File: src/rtl/tmn_pkg.sv
// Package: shared types and constants of the ticket mutex node.
`timescale 1ns / 1ps
package tmn_pkg;

	localparam int ID_W     = 8;
	localparam int TICKET_W = 16;
	localparam int STEP_W   = 7;

	localparam logic [STEP_W-1:0]   STEP_MIN   = 7'd1;
	localparam logic [STEP_W-1:0]   STEP_MAX   = 7'd100;
	localparam logic [TICKET_W-1:0] TICKET_MAX = 16'hFFFF;

	typedef enum logic [1:0] {
		CMD_LREQ  = 2'd0,
		CMD_PREQ  = 2'd1,
		CMD_PCONF = 2'd2,
		CMD_EXIT  = 2'd3
	} cmd_t;

	typedef enum logic [1:0] {
		ACT_NONE    = 2'd0,
		ACT_BCAST   = 2'd1,
		ACT_CONFIRM = 2'd2,
		ACT_GRANT   = 2'd3
	} action_t;

	// decoded event handed from the front to the back
	typedef struct packed {
		cmd_t                cmd;
		logic [ID_W-1:0]     origin_id;
		logic [TICKET_W-1:0] peer_ticket;
		logic [STEP_W-1:0]   step;
	} op_t;

endpackage

File: src/rtl/tmn_if.sv
// Interfaces: event input channel and result output channel.
`timescale 1ns / 1ps
interface tmn_evt_if;
	logic                          valid;
	logic                          ready;
	logic [1:0]                    cmd;
	logic [tmn_pkg::ID_W-1:0]      origin_id;
	logic [tmn_pkg::TICKET_W-1:0]  peer_ticket;
	logic [tmn_pkg::STEP_W-1:0]    rand_step;

	modport source (output valid, cmd, origin_id, peer_ticket, rand_step, input ready);
	modport sink (input valid, cmd, origin_id, peer_ticket, rand_step, output ready);
endinterface

interface tmn_res_if;
	logic                          valid;
	logic                          ready;
	logic [1:0]                    action;
	logic [tmn_pkg::ID_W-1:0]      dest_id;
	logic [tmn_pkg::TICKET_W-1:0]  ticket_out;
	logic                          last;

	modport source (output valid, action, dest_id, ticket_out, last, input ready);
	modport sink (input valid, action, dest_id, ticket_out, last, output ready);
endinterface

File: src/rtl/tmn_front.sv
// Front: accepts events, decodes them and holds them in a two-entry queue.
`timescale 1ns / 1ps
module tmn_front (
	input  logic             clk,
	input  logic             arst_n,
	tmn_evt_if.sink          evt,
	output logic             op_valid,
	input  logic             op_ready,
	output tmn_pkg::op_t     op
);

	tmn_pkg::op_t       q_q [2];
	logic               wr_ptr_q;
	logic               rd_ptr_q;
	logic [1:0]         cnt_q;
	tmn_pkg::op_t       dec;
	logic               push;
	logic               pop;

	always_comb begin
		dec.cmd         = tmn_pkg::cmd_t'(evt.cmd);
		dec.origin_id   = evt.origin_id;
		dec.peer_ticket = evt.peer_ticket;
		if (evt.rand_step < tmn_pkg::STEP_MIN) begin
			dec.step = tmn_pkg::STEP_MIN;
		end else if (evt.rand_step > tmn_pkg::STEP_MAX) begin
			dec.step = tmn_pkg::STEP_MAX;
		end else begin
			dec.step = evt.rand_step;
		end
	end

	assign evt.ready = (cnt_q != 2'd2);
	assign op_valid  = (cnt_q != 2'd0);
	assign op        = q_q[rd_ptr_q];
	assign push      = evt.valid && evt.ready;
	assign pop       = op_valid && op_ready;

	always_ff @(posedge clk) begin
		if (push) begin
			q_q[wr_ptr_q] <= dec;
		end
	end

	always_ff @(posedge clk or negedge arst_n) begin
		if (!arst_n) begin
			wr_ptr_q <= 1'b0;
			rd_ptr_q <= 1'b0;
			cnt_q    <= 2'd0;
		end else begin
			if (push) begin
				wr_ptr_q <= ~wr_ptr_q;
			end
			if (pop) begin
				rd_ptr_q <= ~rd_ptr_q;
			end
			case ({push, pop})
				2'b10:   cnt_q <= cnt_q + 2'd1;
				2'b01:   cnt_q <= cnt_q - 2'd1;
				default: cnt_q <= cnt_q;
			endcase
		end
	end

endmodule

File: src/rtl/tmn_back.sv
// Back: protocol state, deferred-peer memory and the result register.
`timescale 1ns / 1ps
module tmn_back #(
	parameter int NODES = 8
) (
	input  logic                     clk,
	input  logic                     arst_n,
	input  logic                     cfg_we,
	input  logic [tmn_pkg::ID_W-1:0] cfg_wdata,
	input  logic                     op_valid,
	output logic                     op_ready,
	input  tmn_pkg::op_t             op,
	tmn_res_if.source                res
);

	localparam int PEERS = NODES - 1;
	localparam int CNT_W = $clog2(NODES);
	localparam int IDX_W = (PEERS > 1) ? $clog2(PEERS) : 1;
	localparam logic [CNT_W-1:0] PEERS_C = CNT_W'(PEERS);

	typedef enum logic [1:0] {
		ST_IDLE,
		ST_FETCH,
		ST_SEND
	} state_t;

	state_t                         state_q;
	logic [tmn_pkg::ID_W-1:0]       own_id_q;
	logic [tmn_pkg::TICKET_W-1:0]   own_ticket_q;
	logic [tmn_pkg::TICKET_W-1:0]   max_seen_q;
	logic                           requesting_q;
	logic [CNT_W-1:0]               confirm_cnt_q;
	logic [CNT_W-1:0]               defer_cnt_q;
	logic [IDX_W-1:0]               rd_idx_q;

	logic [tmn_pkg::ID_W-1:0]       defer_mem_q [PEERS];
	logic [tmn_pkg::ID_W-1:0]       rd_data_q;

	logic                           out_valid_q;
	tmn_pkg::action_t               out_action_q;
	logic [tmn_pkg::ID_W-1:0]       out_dest_q;
	logic [tmn_pkg::TICKET_W-1:0]   out_ticket_q;
	logic                           out_last_q;

	logic                           can_load;
	logic                           take;
	logic [tmn_pkg::TICKET_W:0]     sum;
	logic [tmn_pkg::TICKET_W-1:0]   new_ticket;
	logic                           peer_wins;
	logic                           defer_we;
	logic                           send_last;

	assign can_load = !out_valid_q || res.ready;
	assign op_ready = (state_q == ST_IDLE) && can_load;
	assign take     = op_valid && op_ready;

	assign sum        = {1'b0, max_seen_q} + (tmn_pkg::TICKET_W + 1)'(op.step);
	assign new_ticket = sum[tmn_pkg::TICKET_W] ? tmn_pkg::TICKET_MAX
	                                           : sum[tmn_pkg::TICKET_W-1:0];
	assign peer_wins  = !requesting_q || (op.peer_ticket < own_ticket_q) ||
	                    ((op.peer_ticket == own_ticket_q) && (op.origin_id < own_id_q));
	assign defer_we   = take && (op.cmd == tmn_pkg::CMD_PREQ) && !peer_wins &&
	                    (defer_cnt_q < PEERS_C);
	assign send_last  = ((CNT_W'(rd_idx_q) + CNT_W'(1)) == defer_cnt_q);

	assign res.valid      = out_valid_q;
	assign res.action     = out_action_q;
	assign res.dest_id    = out_dest_q;
	assign res.ticket_out = out_ticket_q;
	assign res.last       = out_last_q;

	always_ff @(posedge clk) begin
		if (defer_we) begin
			defer_mem_q[defer_cnt_q[IDX_W-1:0]] <= op.origin_id;
		end
		rd_data_q <= defer_mem_q[rd_idx_q];
	end

	always_ff @(posedge clk or negedge arst_n) begin
		if (!arst_n) begin
			state_q       <= ST_IDLE;
			own_id_q      <= '0;
			own_ticket_q  <= '0;
			max_seen_q    <= '0;
			requesting_q  <= 1'b0;
			confirm_cnt_q <= '0;
			defer_cnt_q   <= '0;
			rd_idx_q      <= '0;
			out_valid_q   <= 1'b0;
			out_action_q  <= tmn_pkg::ACT_NONE;
			out_dest_q    <= '0;
			out_ticket_q  <= '0;
			out_last_q    <= 1'b0;
		end else begin
			if (cfg_we) begin
				own_id_q <= cfg_wdata;
			end
			if (res.ready) begin
				out_valid_q <= 1'b0;
			end
			case (state_q)
				ST_IDLE: begin
					if (take) begin
						case (op.cmd)
							tmn_pkg::CMD_LREQ: begin
								own_ticket_q  <= new_ticket;
								requesting_q  <= 1'b1;
								confirm_cnt_q <= '0;
								out_valid_q   <= 1'b1;
								out_action_q  <= tmn_pkg::ACT_BCAST;
								out_dest_q    <= '0;
								out_ticket_q  <= new_ticket;
								out_last_q    <= 1'b1;
							end
							tmn_pkg::CMD_PREQ: begin
								if (op.peer_ticket > max_seen_q) begin
									max_seen_q <= op.peer_ticket;
								end
								if (peer_wins) begin
									out_valid_q  <= 1'b1;
									out_action_q <= tmn_pkg::ACT_CONFIRM;
									out_dest_q   <= op.origin_id;
									out_ticket_q <= '0;
									out_last_q   <= 1'b1;
								end else if (defer_we) begin
									defer_cnt_q <= defer_cnt_q + CNT_W'(1);
								end
							end
							tmn_pkg::CMD_PCONF: begin
								if (confirm_cnt_q < PEERS_C) begin
									confirm_cnt_q <= confirm_cnt_q + CNT_W'(1);
									if ((confirm_cnt_q + CNT_W'(1)) == PEERS_C) begin
										out_valid_q  <= 1'b1;
										out_action_q <= tmn_pkg::ACT_GRANT;
										out_dest_q   <= '0;
										out_ticket_q <= '0;
										out_last_q   <= 1'b1;
									end
								end
							end
							default: begin
								requesting_q <= 1'b0;
								if (defer_cnt_q != '0) begin
									rd_idx_q <= '0;
									state_q  <= ST_FETCH;
								end
							end
						endcase
					end
				end
				// memory read of rd_idx_q lands in rd_data_q at this edge
				ST_FETCH: begin
					state_q <= ST_SEND;
				end
				ST_SEND: begin
					if (can_load) begin
						out_valid_q  <= 1'b1;
						out_action_q <= tmn_pkg::ACT_CONFIRM;
						out_dest_q   <= rd_data_q;
						out_ticket_q <= '0;
						out_last_q   <= send_last;
						if (send_last) begin
							defer_cnt_q <= '0;
							state_q     <= ST_IDLE;
						end else begin
							rd_idx_q <= rd_idx_q + IDX_W'(1);
							state_q  <= ST_FETCH;
						end
					end
				end
				default: begin
					state_q <= ST_IDLE;
				end
			endcase
		end
	end

endmodule

File: src/rtl/ticket_mutex_node.sv
// Top level: ticket-based mutual-exclusion node, front queue plus protocol back end.
//
// Usage:
//   evt carries one protocol event per transaction: cmd, origin_id, peer_ticket,
//   rand_step. res carries the results: action, dest_id, ticket_out, last; the
//   final result of an event has last set. Events that cause no result (deferred
//   peer request, non-granting confirm, exit with an empty queue) return nothing.
//   cfg_we/cfg_wdata write own_id; write it only while the node is idle.
// Dataflow:
//   An event is registered in a two-entry queue, then loaded into the result
//   register once the back end is idle and that register free. Single-result
//   events sustain one per cycle while res.ready is high and the queue primed.
//   A local exit with k deferred peers sends k confirms via deferred-id reads.
// Reset: arst_n clears the protocol state, the queue and own_id; the
//   deferred-id memory is not cleared since only entries below the count are read.
// Stall: a result waits in the output register while res.ready is low; the
//   front queue keeps taking events until both entries are full.
`timescale 1ns / 1ps
module ticket_mutex_node #(
	parameter int NODES = 8
) (
	input  logic                     clk,
	input  logic                     arst_n,
	input  logic                     cfg_we,
	input  logic [tmn_pkg::ID_W-1:0] cfg_wdata,
	tmn_evt_if.sink                  evt,
	tmn_res_if.source                res
);

	logic          op_valid;
	logic          op_ready;
	tmn_pkg::op_t  op;

	tmn_front u_front (
		.clk      (clk),
		.arst_n   (arst_n),
		.evt      (evt),
		.op_valid (op_valid),
		.op_ready (op_ready),
		.op       (op)
	);

	tmn_back #(
		.NODES (NODES)
	) u_back (
		.clk       (clk),
		.arst_n    (arst_n),
		.cfg_we    (cfg_we),
		.cfg_wdata (cfg_wdata),
		.op_valid  (op_valid),
		.op_ready  (op_ready),
		.op        (op),
		.res       (res)
	);

	// a full queue always has something to offer the back end
	a_full_has_op: assert property (@(posedge clk) disable iff (!arst_n)
		!evt.ready |-> op_valid)
		else $error("queue full with no pending op");

	// the back end never takes an op while a result is stalled
	a_no_take_on_stall: assert property (@(posedge clk) disable iff (!arst_n)
		(op_valid && op_ready) |-> !(res.valid && !res.ready))
		else $error("op taken while result stalled");

	// grant and broadcast carry no destination
	a_grant_fields: assert property (@(posedge clk) disable iff (!arst_n)
		(res.valid && (res.action == tmn_pkg::ACT_GRANT)) |->
		(res.dest_id == '0) && (res.ticket_out == '0) && res.last)
		else $error("grant result with stray fields");

	// a broadcast is the only result of its event
	a_single_results_last: assert property (@(posedge clk) disable iff (!arst_n)
		(res.valid && (res.action == tmn_pkg::ACT_BCAST)) |->
		(res.dest_id == '0) && res.last)
		else $error("broadcast result malformed");

endmodule
File: src/flat_wrapper.sv
// flat-port wrapper written by rule: the top's interface ports become plain ports
module ticket_mutex_node_flat 
#(
	parameter int NODES = 8
)
  (clk, arst_n, cfg_we, cfg_wdata, evt_valid, evt_cmd, evt_origin_id, evt_peer_ticket, evt_rand_step, evt_ready, res_valid, res_action, res_dest_id, res_ticket_out, res_last, res_ready);
  tmn_evt_if evt_i ();
  tmn_res_if res_i ();
  input  logic clk;
  input  logic arst_n;
  input  logic cfg_we;
  input  logic [tmn_pkg::ID_W-1:0] cfg_wdata;
  input wire logic [$bits(evt_i.valid)-1:0] evt_valid;
  input wire logic [$bits(evt_i.cmd)-1:0] evt_cmd;
  input wire logic [$bits(evt_i.origin_id)-1:0] evt_origin_id;
  input wire logic [$bits(evt_i.peer_ticket)-1:0] evt_peer_ticket;
  input wire logic [$bits(evt_i.rand_step)-1:0] evt_rand_step;
  output wire logic [$bits(evt_i.ready)-1:0] evt_ready;
  output wire logic [$bits(res_i.valid)-1:0] res_valid;
  output wire logic [$bits(res_i.action)-1:0] res_action;
  output wire logic [$bits(res_i.dest_id)-1:0] res_dest_id;
  output wire logic [$bits(res_i.ticket_out)-1:0] res_ticket_out;
  output wire logic [$bits(res_i.last)-1:0] res_last;
  input wire logic [$bits(res_i.ready)-1:0] res_ready;
  assign evt_i.valid = evt_valid;
  assign evt_i.cmd = evt_cmd;
  assign evt_i.origin_id = evt_origin_id;
  assign evt_i.peer_ticket = evt_peer_ticket;
  assign evt_i.rand_step = evt_rand_step;
  assign evt_ready = evt_i.ready;
  assign res_valid = res_i.valid;
  assign res_action = res_i.action;
  assign res_dest_id = res_i.dest_id;
  assign res_ticket_out = res_i.ticket_out;
  assign res_last = res_i.last;
  assign res_i.ready = res_ready;
  ticket_mutex_node #(.NODES(NODES)) u_core (.clk(clk), .arst_n(arst_n), .cfg_we(cfg_we), .cfg_wdata(cfg_wdata), .evt(evt_i), .res(res_i));
endmodule
File: config.mk
export PLATFORM = sky130hd
export DESIGN_NAME = ticket_mutex_node_flat
export DESIGN_NICKNAME = d
export VERILOG_FILES = /design/src/rtl/tmn_pkg.sv /design/src/rtl/tmn_if.sv /design/src/rtl/tmn_front.sv /design/src/rtl/tmn_back.sv /design/src/rtl/ticket_mutex_node.sv /design/src/flat_wrapper.sv
export SDC_FILE = /design/constraint.sdc
export NUM_CORES = 1
export LEC_CHECK = 0
export ABC_AREA = 1
export BUFFER_PORTS_ARGS = -buffer_cell sky130_fd_sc_hd__clkbuf_2
export CORE_MARGIN = 2
export CORE_UTILIZATION = 60
export CTS_CLUSTER_DIAMETER = 40
export DETAILED_ROUTE_END_ITERATION = 7
export PLACE_DENSITY = 0.79
export SLEW_MARGIN = 20
export SYNTH_ARGS = -nofsm -noshare
export SYNTH_HDL_FRONTEND = slang
export SYNTH_SLANG_ARGS = --single-unit
File: constraint.sdc
create_clock -name clk -period 3.2 [get_ports clk]
set_input_delay 0.48 -clock clk [delete_from_list [all_inputs] [get_ports clk]]
set_output_delay 0.48 -clock clk [all_outputs]
set_load 0.005 [all_outputs]
======== After elaboration in Yosys (flattened, before gate mapping) ========
Memory sizes are Yosys's and may differ from the RTL's. A register that Yosys moved wholly into a read port is not among the register bits.
Index checks and enable logic that the tools add are counted.
cells by class
  add/subtract/negate cells ............... 6
  order comparisons ....................... 7
  equal/unequal tests ..................... 24
  muxes and demuxes ....................... 66
  bitwise gates (word level) .............. 3
  reduce and logical (&&, ||, !) cells .... 30
operators with widths
  cell                                         count
  two-way mux 16 bit                           6
  one-hot mux 16 bit (3 select lines)          1
  two-way mux 8 bit                            5
  two-way mux 3 bit                            12
  one-hot mux 16 bit (2 select lines)          1
  one-hot mux 8 bit (3 select lines)           1
  two-way mux 2 bit                            9
  != test 2 bit, second input constant         9
  one-hot mux 3 bit (2 select lines)           3
  adder 16 x 7 -> 17 bit                       1
  == test 16 bit                               1
  greater-than comparator 16 bit               1
  less-than comparator 16 bit                  1
  two-way mux 1 bit                            16
  one-hot mux 8 bit (2 select lines)           1
  two-way mux 7 bit                            2
  AND reduction 7 bit                          2
  one-hot mux 2 bit (3 select lines)           2
  AND reduction 4 bit                          3
  adder 3 x 1 -> 3 bit, second input constant  3
  != test 3 bit, second input constant         3
  less-than comparator 8 bit                   1
  one-hot mux 2 bit (2 select lines)           2
  nonzero test 2 bit                           4
  other kinds (23)                             46
storage, ports and cells
  register bits after elaboration ......... 84
  bits in writable memories ............... 122
  output and inout bits ................... 29
  memories kept ........................... 2
memories
  memory                     depth  bits a word  read ports  clocked after memory_dff  wr ports  line             RTL
  u_core.u_front.q_q         2      33           1           0                         1         tmn_front.sv:12  tmn_pkg::op_t q_q [2];
  u_core.u_back.defer_mem_q  7      8            1           1                         1         tmn_back.sv:36   logic [tmn_pkg::ID_W-1:0] defer_mem_q [PEERS];

======== Logic depth before layout (Yosys ltp) ========
  depth in word-level cells ............... 12
  mapped depth ............................ 19
  gate-level depth less buffers ........... 17

======== By module ========
A second synthesis with hierarchy kept.
second synthesis, totals
  cells, all modules ...................... 1144
  area, all modules ....................... 10548.9 um2
by module, submodules not included
  module     times used  cells each  area each (um2)
  tmn_back   1           923         7770.0
  tmn_front  1           221         2778.9

======== Least setup slack after synthesis ========
No wires, ideal clock.
  path type ............................... flip-flop to flip-flop
  from .................................... register u_core.u_front.rd_ptr_q
  to ...................................... memory u_core.u_back.defer_mem_q[0][0] (netlist name), enable pin
  setup time .............................. 370 ps
  data arrival time ....................... 2314 ps
  data required time ...................... 2830 ps
  setup slack ............................. 516 ps
  cell stages (with the launch flop) ...... 17
  path buffers ............................ 2
  cells stage by stage .................... dfrtp_1 buf_4 inv_2 clkbuf_1 nand2_1 nand2_1 ha_1 nand2_1 nor2_1 nand2_1 inv_1 nand2_1 a21oi_1 nand2_1 inv_1 nand3_1 nor2_1
RTL lines
  what                    line             RTL
  from (decl)             tmn_front.sv:14  logic rd_ptr_q;
  from (signal assigned)  tmn_front.sv:55  rd_ptr_q <= ~rd_ptr_q;
  to (decl)               tmn_back.sv:36

==> impl_metrics.prom <==
# TYPE chip_impl_metric gauge
chip_impl_metric{name="finalHoldViolations",unit=""} 28
chip_impl_metric{name="grt_first_pass_wirelength",unit="mm"} 37.1
chip_impl_metric{name="buffer_ports.inserted",unit=""} 74
chip_impl_metric{name="synth-seq-area-share",unit="%"} 57.6
chip_impl_metric{name="worst-r2r-cell-count",unit=""} 15
chip_impl_metric{name="finalMaxSlewViolations",unit=""} 0
chip_impl_metric{name="async_flop_share",unit="%"} 39.3
chip_impl_metric{name="route.detailed.wl_per_inst",unit="µm"} 16.3
chip_impl_metric{name="route.detailed.vias_per_inst",unit=""} 5.52
chip_impl_metric{name="cts.sink_count",unit=""} 214
chip_impl_info{name="crit_path_cell_trace",value="buf_4 -> nand2_1 -> nand2_1 -> ha_1 -> nand2_1 -> nor2_1 -> nand2_1 -> nand2_1 -> nand2_1 -> a21oi_2 -> nand2_1 -> inv_1 -> nand3_1 -> nor2_1 -> buf_4"} 1
chip_impl_metric{name="antenna-diode-count",unit=""} 0
chip_impl_metric{name="syn_inst",unit=""} 1043
chip_impl_metric{name="syn_area_per_cell",unit="µm²"} 9.86
chip_impl_metric{name="timing.clock.skew",unit="ps"} 13.6
chip_impl_metric{name="regToRegSetupSlack",unit="ps"} 260
chip_impl_metric{name="die_w",unit="µm"} 135
chip_impl_metric{name="remaining_drc_errors",unit=""} 0
chip_impl_metric{name="clock_power_share",unit="%"} 25.4
chip_impl_metric{name="cts_buffers",unit=""} 28
chip_impl_metric{name="totalNegativeSetupSlack",unit="ps"} 0
chip_impl_metric{name="final_cell_count_no_fill",unit=""} 1385
chip_impl_metric{name="synth_fp_nets",unit=""} 1146
chip_impl_info{name="critPathTopFamily",value="simple AND/OR/NAND/NOR gates"} 1
chip_impl_metric{name="finalNetCount",unit=""} 1246
chip_impl_metric{name="flops_latches_synth",unit=""} 214
chip_impl_info{name="worstReg2RegEnd",value="u_core.u_back.defer_mem_q[6][0]"} 1
chip_impl_metric{name="dieArea",unit="mm²"} 0.0182
chip_impl_metric{name="dp.cells",unit=""} 1333
chip_impl_metric{name="total_switching_power",unit="mW"} 5.11
chip_impl_metric{name="initial_core_utilization",unit="%"} 61.6
chip_impl_metric{name="clk_pin_slew_worst_paths",unit="ps"} 60
chip_impl_info{name="kind_of_end_point_of_the_critical_path",value="flop"} 1
chip_impl_metric{name="total_power",unit="mW"} 12.6
chip_impl_info{name="start_kind",value="flop"} 1
chip_impl_metric{name="synth-edff-count",unit=""} 122
chip_impl_metric{name="share_of_layout_cells_above_drive_strength_1",unit="%"} 19.4
chip_impl_metric{name="detail-route-antenna-nets",unit=""} 0
chip_impl_metric{name="slew_headroom",unit="%"} 56.1
chip_impl_metric{name="global_route.usage.total",unit="%"} 25.8
chip_impl_metric{name="intPower",unit="mW"} 7.47
chip_impl_metric{name="max_clock_freq",unit="MHz"} 340
chip_impl_info{name="cts_tree",value="built"} 1
chip_impl_metric{name="slowest_delay",unit="ps"} 390
chip_impl_metric{name="syn_area",unit="mm²"} 0.0103
chip_impl_info{name="violations",value="negative hold slack"} 1
chip_impl_metric{name="power.share.switching",unit="%"} 40.6
chip_impl_info{name="run_status",value="finished with violations"} 1
chip_impl_metric{name="yosys.cell_types.count",unit=""} 48
chip_impl_metric{name="ir_worst_vdd",unit="µV"} 634
chip_impl_metric{name="warnings_from_yosys",unit=""} 0
chip_impl_info{name="timing.rr.start",value="u_core.u_front.rd_ptr_q"} 1
chip_impl_info{name="hold_path_class",value="in -> async"} 1
chip_impl_metric{name="initialDrtViolationCount",unit=""} 694
chip_impl_metric{name="worstPathArrival",unit="ps"} 3180
chip_impl_metric{name="core_area",unit="mm²"} 0.0167
chip_impl_metric{name="timing.max_cap.violations",unit=""} 0
chip_impl_metric{name="p_leak",unit="nW"} 5.45
chip_impl_metric{name="global_route.overflow_total",unit=""} 0
chip_impl_info{name="timing.critical_path.slowest_stage_cell",value="dfrtp_1"} 1
chip_impl_metric{name="rows",unit=""} 47
chip_impl_metric{name="hold_slack",unit="ps"} -21.1
chip_impl_info{name="cell_seen_most_often_among_critical_path_stages",value="nand2_1"} 1
chip_impl_metric{name="power.share.sequential",unit="%"} 32.0
chip_impl_metric{name="final.min_clock_period",unit="ps"} 2940
chip_impl_metric{name="final_hpwl_dp",unit="mm"} 15.7
chip_impl_info{name="clock-root-buffer",value="clkbuf_16"} 1
chip_impl_metric{name="clock_tree_buf_depth",unit=""} 3
chip_impl_metric{name="cts_htree_levels",unit=""} 1
chip_impl_metric{name="worst_slew_pin_slew",unit="ps"} 655
chip_impl_info{name="unrepaired_setup_endpoints_after_global_routing",value="false"} 1
chip_impl_metric{name="place_congestion",unit=""} 0.914
chip_impl_metric{name="die_span_in_y",unit="µm"} 135
chip_impl_metric{name="grt_antenna_before_repair",unit=""} 0
chip_impl_metric{name="route.vias.total",unit=""} 7652
chip_impl_metric{name="critPathRequiredTime",unit="ps"} 3440
chip_impl_metric{name="grt_start_max_net_pins",unit=""} 48
chip_impl_metric{name="drtPass1Iterations",unit=""} 5
chip_impl_metric{name="cp.buffers_inverters",unit=""} 3
chip_impl_metric{name="postRouteWirelength",unit="mm"} 22.5
chip_impl_metric{name="setup_viol",unit=""} 0
chip_impl_metric{name="post_cts_buffers",unit=""} 0
chip_impl_metric{name="syn_to_final_growth",unit="%"} 16.6
chip_impl_metric{name="grt_pass1_vias",unit=""} 7240
chip_impl_metric{name="number_of_hold_repair_buffers_added_at_the_cts_stage",unit=""} 0
chip_impl_metric{name="p_comb_share",unit="%"} 42.7
chip_impl_metric{name="layout_worst_path_cycle_share",unit="%"} 91.9
chip_impl_metric{name="cellPowerDensity",unit="mW/mm²"} 1050
chip_impl_metric{name="io_pins",unit=""} 75
chip_impl_metric{name="finalInstanceArea",unit="mm²"} 0.0120
chip_impl_metric{name="clk_latency",unit="ps"} 530
chip_impl_metric{name="placement.cell_area",unit="mm²"} 0.0110
chip_impl_metric{name="critical_path_peak_fanout",unit=""} 34
chip_impl_info{name="synthFlopType",value="edfxtp_1"} 1
chip_impl_info{name="setup.worst_path.class",value="reg -> reg"} 1
## stage by stage
step / util (%) / setup slack (ps)
4_1_cts: 71.8 / 205
5_1_grt: 71.8 / 34.7
3_3_place_gp: 66.0 / 455
2_1_floorplan: - / 516
3_5_place_dp: 66.0 / 358
6_report: 71.8 / 260
## timing repair
item,4_1_cts,5_1_grt
hold endpoints to repair,0,0
setup endpoints to repair,0,8
gates resized for setup,0,1
## power groups by stage
stage,combinational (mW),sequential [mW],clock [mW]
final,5.37,4.02,3.19
after global routing,6.05,4.09,3.34
after CTS,5.33,4.02,3.22
after detailed placement,5.25,4.06,0
after global placement,5.12,4.04,0
after floorplan,3.81,4.00,0
## area by class of cell
| type | count | area (µm²) |
|---|---|---|
| Multi-Input combinational cell | 698 | 3820 |
| Inverter | 97 | 364 |
| Timing Repair Buffer | 104 | 636 |
| Clock buffer | 30 | 733 |
| Fill cell | 1209 | 4700 |
| Tap cell | 220 | 275 |
| Sequential cell | 214 | 5930 |
| Clock inverter | 22 | 245 |
## worst max path at each step
stage / startpoint / to / slack (ps) / cells past startpoint
4_1_cts: u_core.u_front.rd_ptr_q / u_core.u_back.defer_mem_q[6][0] / 200 / 15
6_report: u_core.u_front.rd_ptr_q / u_core.u_back.defer_mem_q[6][0] / 260 / 15
5_1_grt: u_core.u_front.rd_ptr_q / u_core.u_back.res.ticket_out[13] / 30 / 15
3_5_place_dp: u_core.u_front.rd_ptr_q / u_core.u_back.defer_mem_q[4][6] / 360 / 15
2_1_floorplan: u_core.u_front.rd_ptr_q / u_core.u_back.defer_mem_q[0][0] / 520 / 16
3_3_place_gp: u_core.u_front.rd_ptr_q / u_core.u_back.defer_mem_q[4][5] / 460 / 15
## synth_stat cells, types with 3 or more instances
| library cell | instances | area [µm²] |
|---|---|---|
| nand2_1 | 288 | 1080 |
| edfxtp_1 | 122 | 3660 |
| inv_1 | 87 | 327 |
| dfrtp_1 | 84 | 2100 |
| nand3_1 | 72 | 360 |
| nor2_1 | 61 | 229 |
| ha_1 | 56 | 701 |
| o21ai_0 | 53 | 265 |
| a21oi_1 | 37 | 185 |
| o21ai_2 | 26 | 228 |
| nand2_2 | 22 | 138 |
| clkbuf_1 | 19 | 71.3 |
| o21ai_1 | 16 | 80.1 |
| o22ai_1 | 9 | 56.3 |
| a22oi_1 | 8 | 60.1 |
| dfxtp_1 | 8 | 160 |
| xnor2_1 | 8 | 70.1 |
| inv_2 | 7 | 26.3 |
| buf_6 | 6 | 67.6 |
| buf_2 | 4 | 20.0 |
| nand4_1 | 4 | 25.0 |
| xor2_1 | 4 | 35.0 |
| a31oi_1 | 3 | 18.8 |
| buf_4 | 3 | 22.5 |
| clkinv_1 | 3 | 11.3 |
| nor3_1 | 3 | 15.0 |
## flip-flops by register name, indices dropped and copies added (netlist names)
register,cells
u_core.u_back.defer_mem_q,56
u_core.u_back.rd_idx_q,3
u_core.u_front.cnt_q,2
u_core.u_back.state_q,2
u_core.u_front.wr_ptr_q,1
u_core.u_back.res.action,2
u_core.u_back.defer_cnt_q,3
u_core.u_back.res.valid,1
u_core.u_back.max_seen_q,16
u_core.u_back.res.last,1
u_core.u_back.res.dest_id,8
u_core.u_back.requesting_q,1
u_core.u_front.rd_ptr_q,1
u_core.u_front.q_q,66
u_core.u_back.confirm_cnt_q,3
u_core.u_back.own_id_q,8
u_core.u_back.own_ticket_q,16
u_core.u_back.res.ticket_out,16
u_core.u_back.rd_data_q,8
## metal layers
metal	GRT usage (%)	vias to the layer above	wire [µm]
met2	37.7	325	9640
li1	-	3713	-
met3	4.24	39	1760
met4	6.60	0	510
met5	0	-	0
met1	40.5	3575	10600
## placed cells by master (no fill, tap or decap), types with 4 or more instances in the layout
cell type   instances
nand2_2            22
clkinv_4            4
clkinvlp_4          4
nor2_2              4
o22ai_1             9
o21ai_0            53
o21ai_1            16
dfxtp_1             8
nand2_1           288
buf_4              28
nand3_1            72
clkbuf_16          29
clkbuf_2           73
inv_2               7
o21ai_2            26
xnor2_1             8
a22oi_1             8
inv_1              87
clkinv_1            4
ha_1               56
nor2_1             59
a21oi_1            36
dfrtp_1            84
nand4_1             4
xor2_1              4
edfxtp_1          122
## cell families after synthesis
logic type               synth area share (%)
AND/OR/NAND/NOR                          19.3
multiplexers                            0.207
flip-flops                               57.6
XOR/XNOR                                 1.02
buffers and inverters                    5.38
adder cells (fa/ha/maj)                  7.01
AO/OA/AOI/OAI                            9.46
No activity file was read; power rests on OpenSTA's default activity.
